File: src/chm_pkg.sv
// Package for the chunked 64-bit string hash: shared types and constants.
// Used by every module of the block; depends on nothing.
`default_nettype none

package chm_pkg;

    localparam int unsigned WORD_W = 64;
    localparam int unsigned HALF_W = 32;

    // Odd multiplier used by the per-word multiply and by the final scramble.
    localparam logic [WORD_W-1:0] HASH_MULT = 64'h3C79_AC49_2BA7_B653;

    localparam int unsigned ROT_AMT  = 21;
    localparam int unsigned MIX2_SHR = 7;
    localparam int unsigned MIX2_SHL = 9;

    // What the back end has to do with one queued word.
    typedef enum logic [1:0] {
        OP_EMPTY = 2'd0,
        OP_START = 2'd1,
        OP_CONT  = 2'd2
    } chm_op_t;

    typedef struct packed {
        chm_op_t           op;
        logic              last;
        logic [WORD_W-1:0] spread;
    } chm_entry_t;

    // Sequencer states of the back end.
    typedef enum logic [2:0] {
        ST_IDLE   = 3'd0,
        ST_MIX    = 3'd1,
        ST_FIN_GO = 3'd2,
        ST_FIN    = 3'd3,
        ST_EMIT   = 3'd4
    } chm_state_t;

    typedef struct packed {
        logic              start;
        logic [WORD_W-1:0] operand;
    } chm_mul_ctl_t;

    typedef struct packed {
        logic              busy;
        logic              done;
        logic [WORD_W-1:0] result;
    } chm_mul_stat_t;

endpackage

`default_nettype wire

File: src/chunked_string_hash64.sv
// Top level of the chunked 64-bit string hash.
// Depends on chm_pkg, chm_front, chm_queue, chm_mul and chm_back.
`default_nettype none

// The block hashes a byte string that arrives as 64-bit little-endian words,
// tail word first (marked by first_chunk) and the word at offset zero last
// (marked by last_chunk); the transfer of the last word yields one result
// transfer carrying hash_value, and a transfer with empty_string set yields a
// hash of zero and clears the running value. The front end classifies each
// input transfer and applies the rotate-xor spread, then parks it in a short
// queue, so input transfers keep being taken while the back end works and the
// queue has room. The back end shares one 32x32 multiplier, used three times
// per 64-bit product, for both the per-word multiply and the final scramble;
// that shared multiplier sets the sustained rate. A finished result sits in an
// output register, so the back end goes on with the next word while the result
// waits to be taken.

module chunked_string_hash64 #(
    parameter int unsigned QUEUE_DEPTH = 2
) (
    input  wire logic        clk,
    input  wire logic        rst_n,
    input  wire logic        in_valid,
    output logic             in_ready,
    input  wire logic [63:0] chunk_word,
    input  wire logic        first_chunk,
    input  wire logic        last_chunk,
    input  wire logic        empty_string,
    output logic             out_valid,
    input  wire logic        out_ready,
    output logic [63:0]      hash_value
);
    import chm_pkg::*;

    logic          q_full;
    logic          q_push;
    chm_entry_t    q_push_entry;
    logic          q_valid;
    logic          q_pop;
    chm_entry_t    q_head;
    chm_mul_ctl_t  mul_ctl;
    chm_mul_stat_t mul_stat;

    chm_front u_front (
        .in_valid     (in_valid),
        .in_ready     (in_ready),
        .chunk_word   (chunk_word),
        .first_chunk  (first_chunk),
        .last_chunk   (last_chunk),
        .empty_string (empty_string),
        .q_full       (q_full),
        .push         (q_push),
        .push_entry   (q_push_entry)
    );

    chm_queue #(
        .DEPTH (QUEUE_DEPTH)
    ) u_queue (
        .clk        (clk),
        .rst_n      (rst_n),
        .push       (q_push),
        .push_entry (q_push_entry),
        .full       (q_full),
        .pop        (q_pop),
        .valid      (q_valid),
        .head_entry (q_head)
    );

    chm_mul u_mul (
        .clk   (clk),
        .rst_n (rst_n),
        .ctl   (mul_ctl),
        .stat  (mul_stat)
    );

    chm_back u_back (
        .clk        (clk),
        .rst_n      (rst_n),
        .q_valid    (q_valid),
        .q_entry    (q_head),
        .q_pop      (q_pop),
        .mul_ctl    (mul_ctl),
        .mul_stat   (mul_stat),
        .out_valid  (out_valid),
        .out_ready  (out_ready),
        .hash_value (hash_value)
    );

    // The back end only starts a product when the multiplier is free.
    a_mul_start_idle: assert property (@(posedge clk) disable iff (!rst_n)
        mul_ctl.start |-> !mul_stat.busy)
        else $error("multiplier started while busy");

    // A started product keeps the multiplier busy in the next cycle.
    a_mul_start_busy: assert property (@(posedge clk) disable iff (!rst_n)
        mul_ctl.start |=> mul_stat.busy)
        else $error("multiplier did not take the start");

    // Words leave the queue only when one is present.
    a_pop_nonempty: assert property (@(posedge clk) disable iff (!rst_n)
        q_pop |-> q_valid)
        else $error("queue popped while empty");

endmodule

`default_nettype wire

File: src/chm_queue.sv
// Small FIFO of classified words between the front and the back end.
// Depends on chm_pkg for the entry type.
`default_nettype none

module chm_queue #(
    parameter int unsigned DEPTH = 2
) (
    input  wire logic               clk,
    input  wire logic               rst_n,
    input  wire logic               push,
    input  chm_pkg::chm_entry_t     push_entry,
    output logic                    full,
    input  wire logic               pop,
    output logic                    valid,
    output chm_pkg::chm_entry_t     head_entry
);
    import chm_pkg::*;

    localparam int unsigned PTR_W = (DEPTH > 1) ? $clog2(DEPTH) : 1;
    localparam int unsigned CNT_W = $clog2(DEPTH + 1);

    chm_entry_t       entry_mem [DEPTH];
    logic [PTR_W-1:0] wr_ptr_reg, wr_ptr_next;
    logic [PTR_W-1:0] rd_ptr_reg, rd_ptr_next;
    logic [CNT_W-1:0] count_reg, count_next;
    logic             do_push;
    logic             do_pop;

    assign full       = (count_reg == CNT_W'(DEPTH));
    assign valid      = (count_reg != '0);
    assign head_entry = entry_mem[rd_ptr_reg];
    assign do_push    = push && !full;
    assign do_pop     = pop && valid;

    always_comb
    begin
        wr_ptr_next = wr_ptr_reg;
        rd_ptr_next = rd_ptr_reg;
        count_next  = count_reg;
        if (do_push)
        begin
            wr_ptr_next = (wr_ptr_reg == PTR_W'(DEPTH - 1)) ? '0 : wr_ptr_reg + 1'b1;
        end
        if (do_pop)
        begin
            rd_ptr_next = (rd_ptr_reg == PTR_W'(DEPTH - 1)) ? '0 : rd_ptr_reg + 1'b1;
        end
        if (do_push && !do_pop)
        begin
            count_next = count_reg + 1'b1;
        end
        else if (do_pop && !do_push)
        begin
            count_next = count_reg - 1'b1;
        end
    end

    always_ff @(posedge clk or negedge rst_n)
    begin
        if (!rst_n)
        begin
            wr_ptr_reg <= '0;
            rd_ptr_reg <= '0;
            count_reg  <= '0;
        end
        else
        begin
            wr_ptr_reg <= wr_ptr_next;
            rd_ptr_reg <= rd_ptr_next;
            count_reg  <= count_next;
        end
    end

    always_ff @(posedge clk)
    begin
        if (do_push)
        begin
            entry_mem[wr_ptr_reg] <= push_entry;
        end
    end

endmodule

`default_nettype wire

File: src/chm_front.sv
// Front end: takes input transfers, classifies them and spreads the word.
// Depends on chm_pkg; feeds chm_queue.
`default_nettype none

module chm_front (
    input  wire logic                   in_valid,
    output logic                        in_ready,
    input  wire logic [63:0]            chunk_word,
    input  wire logic                   first_chunk,
    input  wire logic                   last_chunk,
    input  wire logic                   empty_string,
    input  wire logic                   q_full,
    output logic                        push,
    output chm_pkg::chm_entry_t         push_entry
);
    import chm_pkg::*;

    logic [WORD_W-1:0] rot_l;
    logic [WORD_W-1:0] rot_r;

    assign rot_l = (chunk_word << ROT_AMT) | (chunk_word >> (WORD_W - ROT_AMT));
    assign rot_r = (chunk_word >> ROT_AMT) | (chunk_word << (WORD_W - ROT_AMT));

    assign in_ready = !q_full;
    assign push     = in_valid && !q_full;

    always_comb
    begin
        push_entry.spread = chunk_word ^ rot_l ^ rot_r;
        push_entry.last   = last_chunk;
        priority if (empty_string)
        begin
            push_entry.op = OP_EMPTY;
        end
        else if (first_chunk)
        begin
            push_entry.op = OP_START;
        end
        else
        begin
            push_entry.op = OP_CONT;
        end
    end

endmodule

`default_nettype wire

File: src/chm_mul.sv
// Iterative multiplier: low 64 bits of operand times the hash constant,
// built from three 32x32 partial products. Depends on chm_pkg.
`default_nettype none

module chm_mul (
    input  wire logic               clk,
    input  wire logic               rst_n,
    input  chm_pkg::chm_mul_ctl_t   ctl,
    output chm_pkg::chm_mul_stat_t  stat
);
    import chm_pkg::*;

    localparam logic [1:0] PH_LO       = 2'd0;
    localparam logic [1:0] PH_CROSS_HI = 2'd1;
    localparam logic [1:0] PH_CROSS_LO = 2'd2;
    localparam logic [1:0] PH_SUM      = 2'd3;

    localparam logic [HALF_W-1:0] MULT_LO = HASH_MULT[HALF_W-1:0];
    localparam logic [HALF_W-1:0] MULT_HI = HASH_MULT[WORD_W-1:HALF_W];

    logic              busy_reg;
    logic              done_reg;
    logic [1:0]        phase_reg;
    logic [WORD_W-1:0] a_reg;
    logic [WORD_W-1:0] prod_reg;
    logic [WORD_W-1:0] res_reg;
    logic [HALF_W-1:0] mul_x;
    logic [HALF_W-1:0] mul_y;
    logic [WORD_W-1:0] prod;

    // One 32x32 multiplier; the operand halves are picked by phase.
    assign mul_x = (phase_reg == PH_CROSS_HI) ? a_reg[WORD_W-1:HALF_W] : a_reg[HALF_W-1:0];
    assign mul_y = (phase_reg == PH_CROSS_LO) ? MULT_HI : MULT_LO;
    assign prod  = {{HALF_W{1'b0}}, mul_x} * {{HALF_W{1'b0}}, mul_y};

    assign stat.busy   = busy_reg;
    assign stat.done   = done_reg;
    assign stat.result = res_reg;

    always_ff @(posedge clk or negedge rst_n)
    begin
        if (!rst_n)
        begin
            busy_reg  <= 1'b0;
            done_reg  <= 1'b0;
            phase_reg <= PH_LO;
        end
        else
        begin
            done_reg <= 1'b0;
            if (ctl.start && !busy_reg)
            begin
                busy_reg  <= 1'b1;
                phase_reg <= PH_LO;
            end
            else if (busy_reg)
            begin
                phase_reg <= phase_reg + 1'b1;
                if (phase_reg == PH_SUM)
                begin
                    busy_reg <= 1'b0;
                    done_reg <= 1'b1;
                end
            end
        end
    end

    always_ff @(posedge clk)
    begin
        if (ctl.start && !busy_reg)
        begin
            a_reg <= ctl.operand;
        end
        else if (busy_reg)
        begin
            prod_reg <= prod;
            unique case (phase_reg)
                PH_LO:
                begin
                end
                PH_CROSS_HI:
                begin
                    res_reg <= prod_reg;
                end
                PH_CROSS_LO, PH_SUM:
                begin
                    res_reg[WORD_W-1:HALF_W] <= res_reg[WORD_W-1:HALF_W] + prod_reg[HALF_W-1:0];
                end
                default:
                begin
                end
            endcase
        end
    end

endmodule

`default_nettype wire

File: src/chm_back.sv
// Back end: sequences the hash recurrence and the final scramble, and holds
// the output register. Depends on chm_pkg; drives chm_mul.
`default_nettype none

module chm_back (
    input  wire logic               clk,
    input  wire logic               rst_n,
    input  wire logic               q_valid,
    input  chm_pkg::chm_entry_t     q_entry,
    output logic                    q_pop,
    output chm_pkg::chm_mul_ctl_t   mul_ctl,
    input  chm_pkg::chm_mul_stat_t  mul_stat,
    output logic                    out_valid,
    input  wire logic               out_ready,
    output logic [63:0]             hash_value
);
    import chm_pkg::*;

    chm_state_t        state_reg, state_next;
    logic [WORD_W-1:0] acc_reg;
    logic [WORD_W-1:0] pend_reg;
    logic [WORD_W-1:0] hash_reg;
    logic              out_valid_reg;
    logic              first_reg;
    logic              last_reg;
    logic              slot_free;
    logic              emit_load;
    logic [WORD_W-1:0] acc_mixed;
    logic [WORD_W-1:0] acc_swapped;
    logic [WORD_W-1:0] xs_a;
    logic [WORD_W-1:0] xs_b;

    assign slot_free = !out_valid_reg || out_ready;
    assign out_valid  = out_valid_reg;
    assign hash_value = hash_reg;

    // Xor-shift of the running value, right first and then left.
    assign xs_a      = acc_reg ^ (acc_reg >> MIX2_SHR);
    assign xs_b      = xs_a ^ (xs_a << MIX2_SHL);
    assign acc_mixed = xs_b + mul_stat.result;

    always_comb
    begin
        for (int k = 0; k < 8; k++)
        begin
            acc_swapped[8*k +: 8] = acc_reg[8*(7-k) +: 8];
        end
    end

    // Next state.
    always_comb
    begin
        state_next = state_reg;
        unique case (state_reg)
            ST_IDLE:
            begin
                if (q_valid)
                begin
                    state_next = (q_entry.op == OP_EMPTY) ? ST_EMIT : ST_MIX;
                end
            end
            ST_MIX:
            begin
                if (mul_stat.done)
                begin
                    state_next = last_reg ? ST_FIN_GO : ST_IDLE;
                end
            end
            ST_FIN_GO:
            begin
                state_next = ST_FIN;
            end
            ST_FIN:
            begin
                if (mul_stat.done)
                begin
                    state_next = ST_EMIT;
                end
            end
            ST_EMIT:
            begin
                if (slot_free)
                begin
                    state_next = ST_IDLE;
                end
            end
            default:
            begin
                state_next = ST_IDLE;
            end
        endcase
    end

    // Outputs of the sequencer.
    always_comb
    begin
        q_pop           = 1'b0;
        mul_ctl.start   = 1'b0;
        mul_ctl.operand = q_entry.spread;
        emit_load       = 1'b0;
        unique case (state_reg)
            ST_IDLE:
            begin
                q_pop         = q_valid;
                mul_ctl.start = q_valid && (q_entry.op != OP_EMPTY);
            end
            ST_FIN_GO:
            begin
                mul_ctl.start   = 1'b1;
                mul_ctl.operand = acc_swapped;
            end
            ST_EMIT:
            begin
                emit_load = slot_free;
            end
            ST_MIX, ST_FIN:
            begin
            end
            default:
            begin
            end
        endcase
    end

    always_ff @(posedge clk or negedge rst_n)
    begin
        if (!rst_n)
        begin
            state_reg     <= ST_IDLE;
            out_valid_reg <= 1'b0;
            acc_reg       <= '0;
        end
        else
        begin
            state_reg <= state_next;
            if (emit_load)
            begin
                out_valid_reg <= 1'b1;
            end
            else if (out_ready)
            begin
                out_valid_reg <= 1'b0;
            end
            if (state_reg == ST_IDLE && q_valid && q_entry.op == OP_EMPTY)
            begin
                acc_reg <= '0;
            end
            else if (state_reg == ST_MIX && mul_stat.done)
            begin
                acc_reg <= first_reg ? mul_stat.result : acc_mixed;
            end
        end
    end

    always_ff @(posedge clk)
    begin
        if (q_pop)
        begin
            first_reg <= (q_entry.op == OP_START);
            last_reg  <= q_entry.last;
            pend_reg  <= '0;
        end
        else if (state_reg == ST_FIN && mul_stat.done)
        begin
            pend_reg <= mul_stat.result;
        end
        if (emit_load)
        begin
            hash_reg <= pend_reg;
        end
    end

endmodule

`default_nettype wire
File: config.mk
export PLATFORM = sky130hd
export DESIGN_NAME = chunked_string_hash64
export DESIGN_NICKNAME = d
export VERILOG_FILES = /design/src/chm_pkg.sv /design/src/chunked_string_hash64.sv /design/src/chm_queue.sv /design/src/chm_front.sv /design/src/chm_mul.sv /design/src/chm_back.sv
export SDC_FILE = /design/constraint.sdc
export NUM_CORES = 2
export LEC_CHECK = 0
export BUFFER_PORTS_ARGS = -buffer_cell sky130_fd_sc_hd__clkbuf_2
export CAP_MARGIN = 5
export CORE_MARGIN = 2
export CORE_UTILIZATION = 59
export CTS_CLUSTER_SIZE = 16
export DETAILED_ROUTE_END_ITERATION = 16
export GPL_TIMING_DRIVEN = 1
export PLACE_DENSITY = 0.83
export SYNTH_ARGS = -nofsm -noshare
export SYNTH_HDL_FRONTEND = slang
export SYNTH_SLANG_ARGS = --single-unit
File: constraint.sdc
create_clock -name clk -period 9.4 [get_ports clk]
set_input_delay 0.47 -clock clk [delete_from_list [all_inputs] [get_ports clk]]
set_output_delay 0.47 -clock clk [all_outputs]
set_load 0.02 [all_outputs]
# After elaboration in Yosys (flattened, before gate mapping)
# Memories as Yosys holds them, arrays and structs flattened.
# Index checks and enable logic that the tools add are counted.
word_totals:
  reg_bits: 398
  mem_bits_rw: 134
  in_bits: 71
  word_cells: 112
  n_memories: 1
classes:
  add_sub_neg: 7
  n_mul: 1
  eq_ne: 13
  muxes: 35
  bitwise: 7
  n_reduce_logical: 31
memory_table:
  columns: ["name", "words", "width", "read_ports", "rd_clocked_by_memory_dff", "wr", "line_no", "text"]
  rows:
  - ["u_queue.entry_mem", 2, 67, 1, 0, 1, "chm_queue.sv:22", "chm_entry_t entry_mem [DEPTH];"]
ops:
  columns: ["operator", "count"]
  rows:
  - ["2-to-1 mux 64 bit", 4]
  - ["XOR 64 bit", 3]
  - ["adder 64 bit", 1]
  - ["multiplier 32 x 32 -> 64 bit", 1]
  - ["bitwise OR 43 x 64 -> 64 bit", 1]
  - ["bitwise OR 64 x 21 -> 64 bit", 1]
  - ["one-hot mux 32 bit (2 select lines)", 1]
  - ["XOR 64 x 57 -> 64 bit", 1]
  - ["adder 32 bit", 1]
  - ["2-to-1 mux 32 bit", 1]
  - ["2-to-1 mux 29 bit", 1]
  - ["2-to-1 mux 3 bit", 5]
  - ["one-hot mux 3 bit (5 select lines)", 1]
  - ["2-to-1 mux 1 bit", 14]
  - ["2-to-1 mux 2 bit", 7]
  - ["nonzero test 2 bit", 7]
  - ["logical AND 1 bit", 11]
  - ["== test 2 bit (second input constant)", 3]
  - ["== test 3 x 2 -> 1 bit (second input constant)", 2]
  - ["AND reduction 3 bit", 2]
  - ["logical NOT 1 bit", 5]
  - ["adder 2 x 1 -> 2 bit (second input constant)", 2]
  - ["== test 2 x 1 -> 1 bit (second input constant)", 2]
  - ["inequality test 2 x 1 -> 1 bit (second input constant)", 2]
  - ["other kinds (13)", 15]

# Depth between registers and ports, before layout
logic_depth:
  ltp_word: 8
  ltp_mapped: 35
  depth_no_buf: 32

# By module
# Synthesis repeated with hierarchy kept, for this count alone.
hier_totals:
  hier_cells: 4743
  hier_area_um2: 51628.3
by_module_without_submodules:
  columns: ["mod", "n_inst", "cells_each", "area_each_um2"]
  rows:
  - ["chm_mul", 1, 3054, 32123.3]
  - ["chm_back", 1, 1392, 12828.6]
  - ["chm_queue", 1, 228, 5123.7]
  - ["chm_front", 1, 69, 1552.7]

# Worst setup path after synthesis
# No wires, ideal clock.
synth_timing:
  kind: "reg-to-reg"
  from: "register u_mul.phase_reg[1]"
  to: "register u_mul.prod_reg[60] (data pin)"
  arrival_time_ns: 8.711
  setup_slack_ns: 0.427
  stages_incl_launch_ff: 33
  n_path_buf: 3
  period_less_slack_ns: 8.973
  path_cell_list: "dfrtp_1 inv_1 ha_1 clkbuf_1 clkbuf_1 clkbuf_1 mux2i_1 inv_1 nand2_1 inv_1 fa_1 fa_1 inv_1 fa_1 fa_1 inv_1 fa_1 fa_1 fa_1 inv_1 fa_1 inv_1 ha_1 a21oi_1 o21ai_0 a32oi_1 and3_1 o31ai_1 nor2_2 o21ai_2 a31o_2 a311oi_1 xnor2_1"
synth_between:
  elab_chain_len: 3
  elab_cells_between_ends: 5
  classes_between: "mul: 1; eq/ne: 2; mux: 2"
synth_lines:
  columns: ["item", "line_no", "text"]
  rows:
  - ["start: declaration", "chm_mul.sv:23", "logic [1:0] phase_reg;"]
  - ["start signal: assignment", "chm_mul.sv:58", "phase_reg <= phase_reg + 1'b1;"]
  - ["== test 2 x 1 -> 1 bit or == test 2 bit (tied branches)", "chm_mul.sv:32, chm_mul.sv:33", null]
  - ["2-to-1 mux 32 bit or 2-to-1 mux 29 bit (tied branches)", "chm_mul.sv:32, chm_mul.sv:33", null]
  - ["multiplier 32 x 32 -> 64 bit *", "chm_mul.sv:34", "assign prod = {{HALF_W{1'b0}}, mul_x} * {{HALF_W{1'b0}}, mul_y};"]
  - ["via u_mul.prod[60]", "chm_mul.sv:29", "logic [WORD_W-1:0] prod;"]
  - ["end signal: assignment", "chm_mul.sv:76", "prod_reg <= prod;"]
  - ["end: declaration", "chm_mul.sv:25", "logic [WORD_W-1:0] prod_reg;"]
# Mark *: on every way through the listed nets, which the timed path passes. The rest lies on a longest branch.
# A chain may end at the register's enable or synchronous reset.

# Final worst setup path
layout_timing:
  from: "register u_mul.phase_reg[1]"
  to: "register u_mul.prod_reg[58] (data pin)"
# Same word-level chain as after synthesis.

==> impl_metrics.env <==
export IMPL_r2r_start="u_mul.phase_reg[1]$_DFFE_PN0P_"
export IMPL_tightest_slew_ns=1.15
export IMPL_avgRoutedWirePerCell_microns=24.2
export IMPL_critPathRequiredTime_ns=9.74
export IMPL_synth_compound_area_share_pct=10.6
export IMPL_antenna_found_initial=5
export IMPL_worstPathMaxFanout=17
export IMPL_flow_area_growth_from_synthesis_pct=8.05
export IMPL_setup_reg_to_reg_worst_slack_ns=0.43
export IMPL_clock_latency_ns=0.62
export IMPL_max_flop_register="u_queue.entry_mem"
export IMPL_max_cap_violations=0
export IMPL_gpl_final_weighted_congestion=1.02
export IMPL_synth_mux_area_fraction_pct=2.27
export IMPL_antenna_left=0
export IMPL_fmaxAchievable_ghz=0.111
export IMPL_clock_skew_ns=0.0298
export IMPL_seq_area_frac_synth_pct=29.9
export IMPL_timing_final_max_slew_violations=0
export IMPL_synth_area_leaders="sky130_fd_sc_hd__edfxtp_1, sky130_fd_sc_hd__fa_1, sky130_fd_sc_hd__ha_1, sky130_fd_sc_hd__xnor2_1, sky130_fd_sc_hd__inv_1"
export IMPL_routed_wirelength_microns=148000
export IMPL_criticalPathCategory="register to register"
export IMPL_cts_buffers=52
export IMPL_floorplan_initialDensity_pct=59.6
export IMPL_ratio_of_cells_with_drive_above_1_in_the_final_layout_pct=8.41
export IMPL_drc_errors=0
export IMPL_post_dp_cell_area_sq_um=52200
export IMPL_worst_setup_path_start_kind="register"
export IMPL_worst_hold_slack_ns=0.0582
export IMPL_critical_path_slowest_cell="sky130_fd_sc_hd__fa_1"
export IMPL_antenna_cells_inserted=0
export IMPL_worst_hold_path_type="input port to register"
export IMPL_dieArea_sq_um=87000
export IMPL_max_clock_path_buffers=3
export IMPL_synth_most_common_cell="sky130_fd_sc_hd__inv_1"
export IMPL_design_final_nets=6052
export IMPL_grt_overflow=0
export IMPL_crit_reg2reg_capture="u_mul.prod_reg[58]$_DFFE_PP_"
export IMPL_worstHoldEndpoint="u_queue.entry_mem[1][64]$_DFFE_PP_"
export IMPL_min_delay_start="last_chunk"
export IMPL_synthDominantAreaCellType="sky130_fd_sc_hd__edfxtp_1"
export IMPL_crit_path_frequent_cell="sky130_fd_sc_hd__fa_1"
export IMPL_first_global_vias=36700
export IMPL_ys_async_sr_fraction_pct=14.3
export IMPL_cts_sink_count=532
export IMPL_synthesized_area_fraction_occupied_by_xor_and_xnor_cells_pct=7.12
export IMPL_ys_dominant_reg_cell="sky130_fd_sc_hd__edfxtp_1"
export IMPL_hold_viol=0
export IMPL_synth_top_area_share_pct=23.6
export IMPL_dr_pass1_iters=6
export IMPL_final_cell_area_sq_um=54000
export IMPL_grt_max_degree=127
export IMPL_worst_endpoint_arrival_ns=9.31
export IMPL_hold_path_cell_count=1
export IMPL_rsz0062_at_grt="no"
export IMPL_ctsRootBufferMaster="sky130_fd_sc_hd__clkbuf_16"
export IMPL_status="complete, no violations"
export IMPL_worst_setup_path_end_kind="register"
export IMPL_io_pins=137
export IMPL_timing_critical_path_from="u_mul.phase_reg[1]$_DFFE_PN0P_"
export IMPL_place_hpwl_microns=122000
export IMPL_drtIter0Drc=4532
export IMPL_synth_top_family_by_area="adder cells"
export IMPL_setup_violations_final=0
export IMPL_buffer_ports_inserted=136
export IMPL_yosysUniqueCellTypes=89
export IMPL_place_worst_setup_slack_ns=0.0282
export IMPL_setup_tns_final_ns=0
export IMPL_die_height_microns=295
export IMPL_final_critical_path_share_of_the_clock_period_pct=95.4
export IMPL_ys_warn_count=0
export IMPL_critPathMaxStageDelay_ns=0.59
export IMPL_yosys_top_cells_count="sky130_fd_sc_hd__inv_1, sky130_fd_sc_hd__fa_1, sky130_fd_sc_hd__ha_1, sky130_fd_sc_hd__nand2_1, sky130_fd_sc_hd__edfxtp_1"
export IMPL_syn_inst=4822
export IMPL_syn_area_sq_um=50000
export IMPL_synth_ff_latch_count=532
export IMPL_clock_tree_htree_level_count=2
export IMPL_relSlewSlack_pct=23.3
export IMPL_core_sq_um=83800
export IMPL_synth_simple_gate_area_share_pct=8.50
export IMPL_synthesis_area_per_instance_sq_um=10.4
export IMPL_post_synth_fa_ha_maj_area_fraction_pct=34.8
export IMPL_row_count=106
export IMPL_detailroute_via_count=36600
export IMPL_cts_tree="built"
export IMPL_grt_first_pass_wirelength_microns=222000
export IMPL_synth_edf_count=392
export IMPL_vias_per_cell=5.99
export IMPL_finalWorstSetupSlack_ns=0.429
export IMPL_clk_pin_slew_worst_paths_ns=0.06
export IMPL_floorplan_die_width_microns=295
export IMPL_reg2regPathDepth=28
export IMPL_largest_register_ffs=134
export IMPL_finalCriticalPeriod_ns=8.97
export IMPL_grtUsageTotal_pct=34.4
-- worst max-delay path: cells and delay by family (launching register included) --
family | cells | cell delay, ns
AOI/OAI and AO/OA | 6 | 1.48
adders and majority gates | 10 | 4.86
muxes | 1 | 0.48
xor gates and xnor gates | 1 | 0.10
buffers and inverters | 6 | 0.62
DFF | 1 | 0.44
and+or+nand+nor | 4 | 0.69
-- cells by family (layout without fill, tap and decap cells) --
| logic type | count (synthesis) | in the layout |
|---|---|---|
| AO/OA/AOI/OAI | 865 | 865 |
| buffers and inverters | 898 | 1014 |
| XOR/XNOR | 406 | 406 |
| multiplexers | 112 | 112 |
| AND/OR/NAND/NOR | 952 | 952 |
| flip-flops | 532 | 532 |
| adder cells (fa/ha/maj) | 1055 | 1055 |
| other | 2 | 34 |
-- what timing repair did --
| action | 4_1_cts | 5_1_grt |
|---|---|---|
| gates resized for setup | 0 | 7 |
| setup buffers | 0 | 7 |
| hold endpoints to repair | 6 | 0 |
| hold buffers | 1 | 0 |
| setup endpoints to repair | 0 | 15 |
-- metal layers --
layer,global-route usage (%),up-vias,wire [microns],part of all wire (%)
li1,-,16200,-,-
met1,48.5,18000,59400,40
met2,52.4,2025,65600,44
met3,6.88,337,15700,11
met4,14.0,2,6900,4.7
met5,0,-,14,0.0095
-- cells in the final DEF (no fill, tap or decap), types with 12 or more instances in the layout --
| cell | Yosys | layout |
|---|---|---|
| sky130_fd_sc_hd__fa_1 | 561 | 561 |
| sky130_fd_sc_hd__ha_1 | 494 | 492 |
| sky130_fd_sc_hd__nand4_1 | 42 | 42 |
| sky130_fd_sc_hd__a31oi_1 | 16 | 16 |
| sky130_fd_sc_hd__nand2b_1 | 30 | 30 |
| sky130_fd_sc_hd__clkinv_2 | 0 | 12 |
| sky130_fd_sc_hd__edfxtp_1 | 392 | 392 |
| sky130_fd_sc_hd__o31ai_1 | 13 | 13 |
| sky130_fd_sc_hd__nor2_1 | 254 | 251 |
| sky130_fd_sc_hd__and2_1 | 23 | 23 |
| sky130_fd_sc_hd__clkbuf_2 | 0 | 135 |
| sky130_fd_sc_hd__conb_1 | 2 | 34 |
| sky130_fd_sc_hd__mux2i_1 | 103 | 101 |
| sky130_fd_sc_hd__and3_1 | 16 | 14 |
| sky130_fd_sc_hd__nor3_1 | 48 | 48 |
| sky130_fd_sc_hd__o21ai_0 | 216 | 216 |
| sky130_fd_sc_hd__a22oi_1 | 33 | 33 |
| sky130_fd_sc_hd__a211oi_1 | 14 | 14 |
| sky130_fd_sc_hd__a21oi_1 | 322 | 322 |
| sky130_fd_sc_hd__or2_2 | 36 | 36 |
| sky130_fd_sc_hd__clkbuf_16 | 0 | 53 |
| sky130_fd_sc_hd__o21ai_1 | 13 | 13 |
| sky130_fd_sc_hd__o21a_1 | 18 | 17 |
| sky130_fd_sc_hd__inv_1 | 660 | 658 |
| sky130_fd_sc_hd__o21bai_1 | 36 | 36 |
| sky130_fd_sc_hd__dfrtp_1 | 76 | 74 |
| sky130_fd_sc_hd__dfxtp_1 | 64 | 64 |
| sky130_fd_sc_hd__a21o_1 | 87 | 87 |
| sky130_fd_sc_hd__xor2_1 | 103 | 103 |
| sky130_fd_sc_hd__buf_4 | 0 | 106 |
| sky130_fd_sc_hd__nand3_1 | 36 | 35 |
| sky130_fd_sc_hd__clkinv_1 | 9 | 17 |
| sky130_fd_sc_hd__nand2_1 | 408 | 408 |
| sky130_fd_sc_hd__xnor2_1 | 303 | 303 |
| sky130_fd_sc_hd__nor2b_1 | 21 | 20 |
-- per-stage QoR --
stage | util [%] | cells
2_1_floorplan | - | 4854
3_3_place_gp | 62.2 | 5998
3_5_place_dp | 62.2 | 5998
4_1_cts | 64.3 | 6097
5_1_grt | 64.4 | 6104
6_report | 64.4 | 6104
-- area by class of cell --
class / instances / area, sq um
Clock buffer: 61 / 1370
Clock inverter: 37 / 370
Fill cell: 6701 / 29800
Inverter: 672 / 2530
Multi-Input combinational cell: 3424 / 31800
Sequential cell: 532 / 15000
Tap cell: 1134 / 1420
Timing Repair Buffer: 244 / 1520
-- worst max path at each step --
stage	slack, ns	depth (start not counted)	endpoint
final	0.43	28	u_mul.prod_reg[58]$_DFFE_PP_
after global routing	0.08	30	u_mul.prod_reg[63]$_DFFE_PP_
after CTS	0.01	28	u_mul.prod_reg[58]$_DFFE_PP_
after detailed placement	0.03	29	u_mul.prod_reg[58]$_DFFE_PP_
after global placement	0.15	28	u_mul.prod_reg[60]$_DFFE_PP_
after floorplan	0.43	32	u_mul.prod_reg[60]$_DFFE_PP_
Power is left out: the tool's default activity adds up to more than one toggle a clock period on the data nets, which glitch-free logic cannot reach.
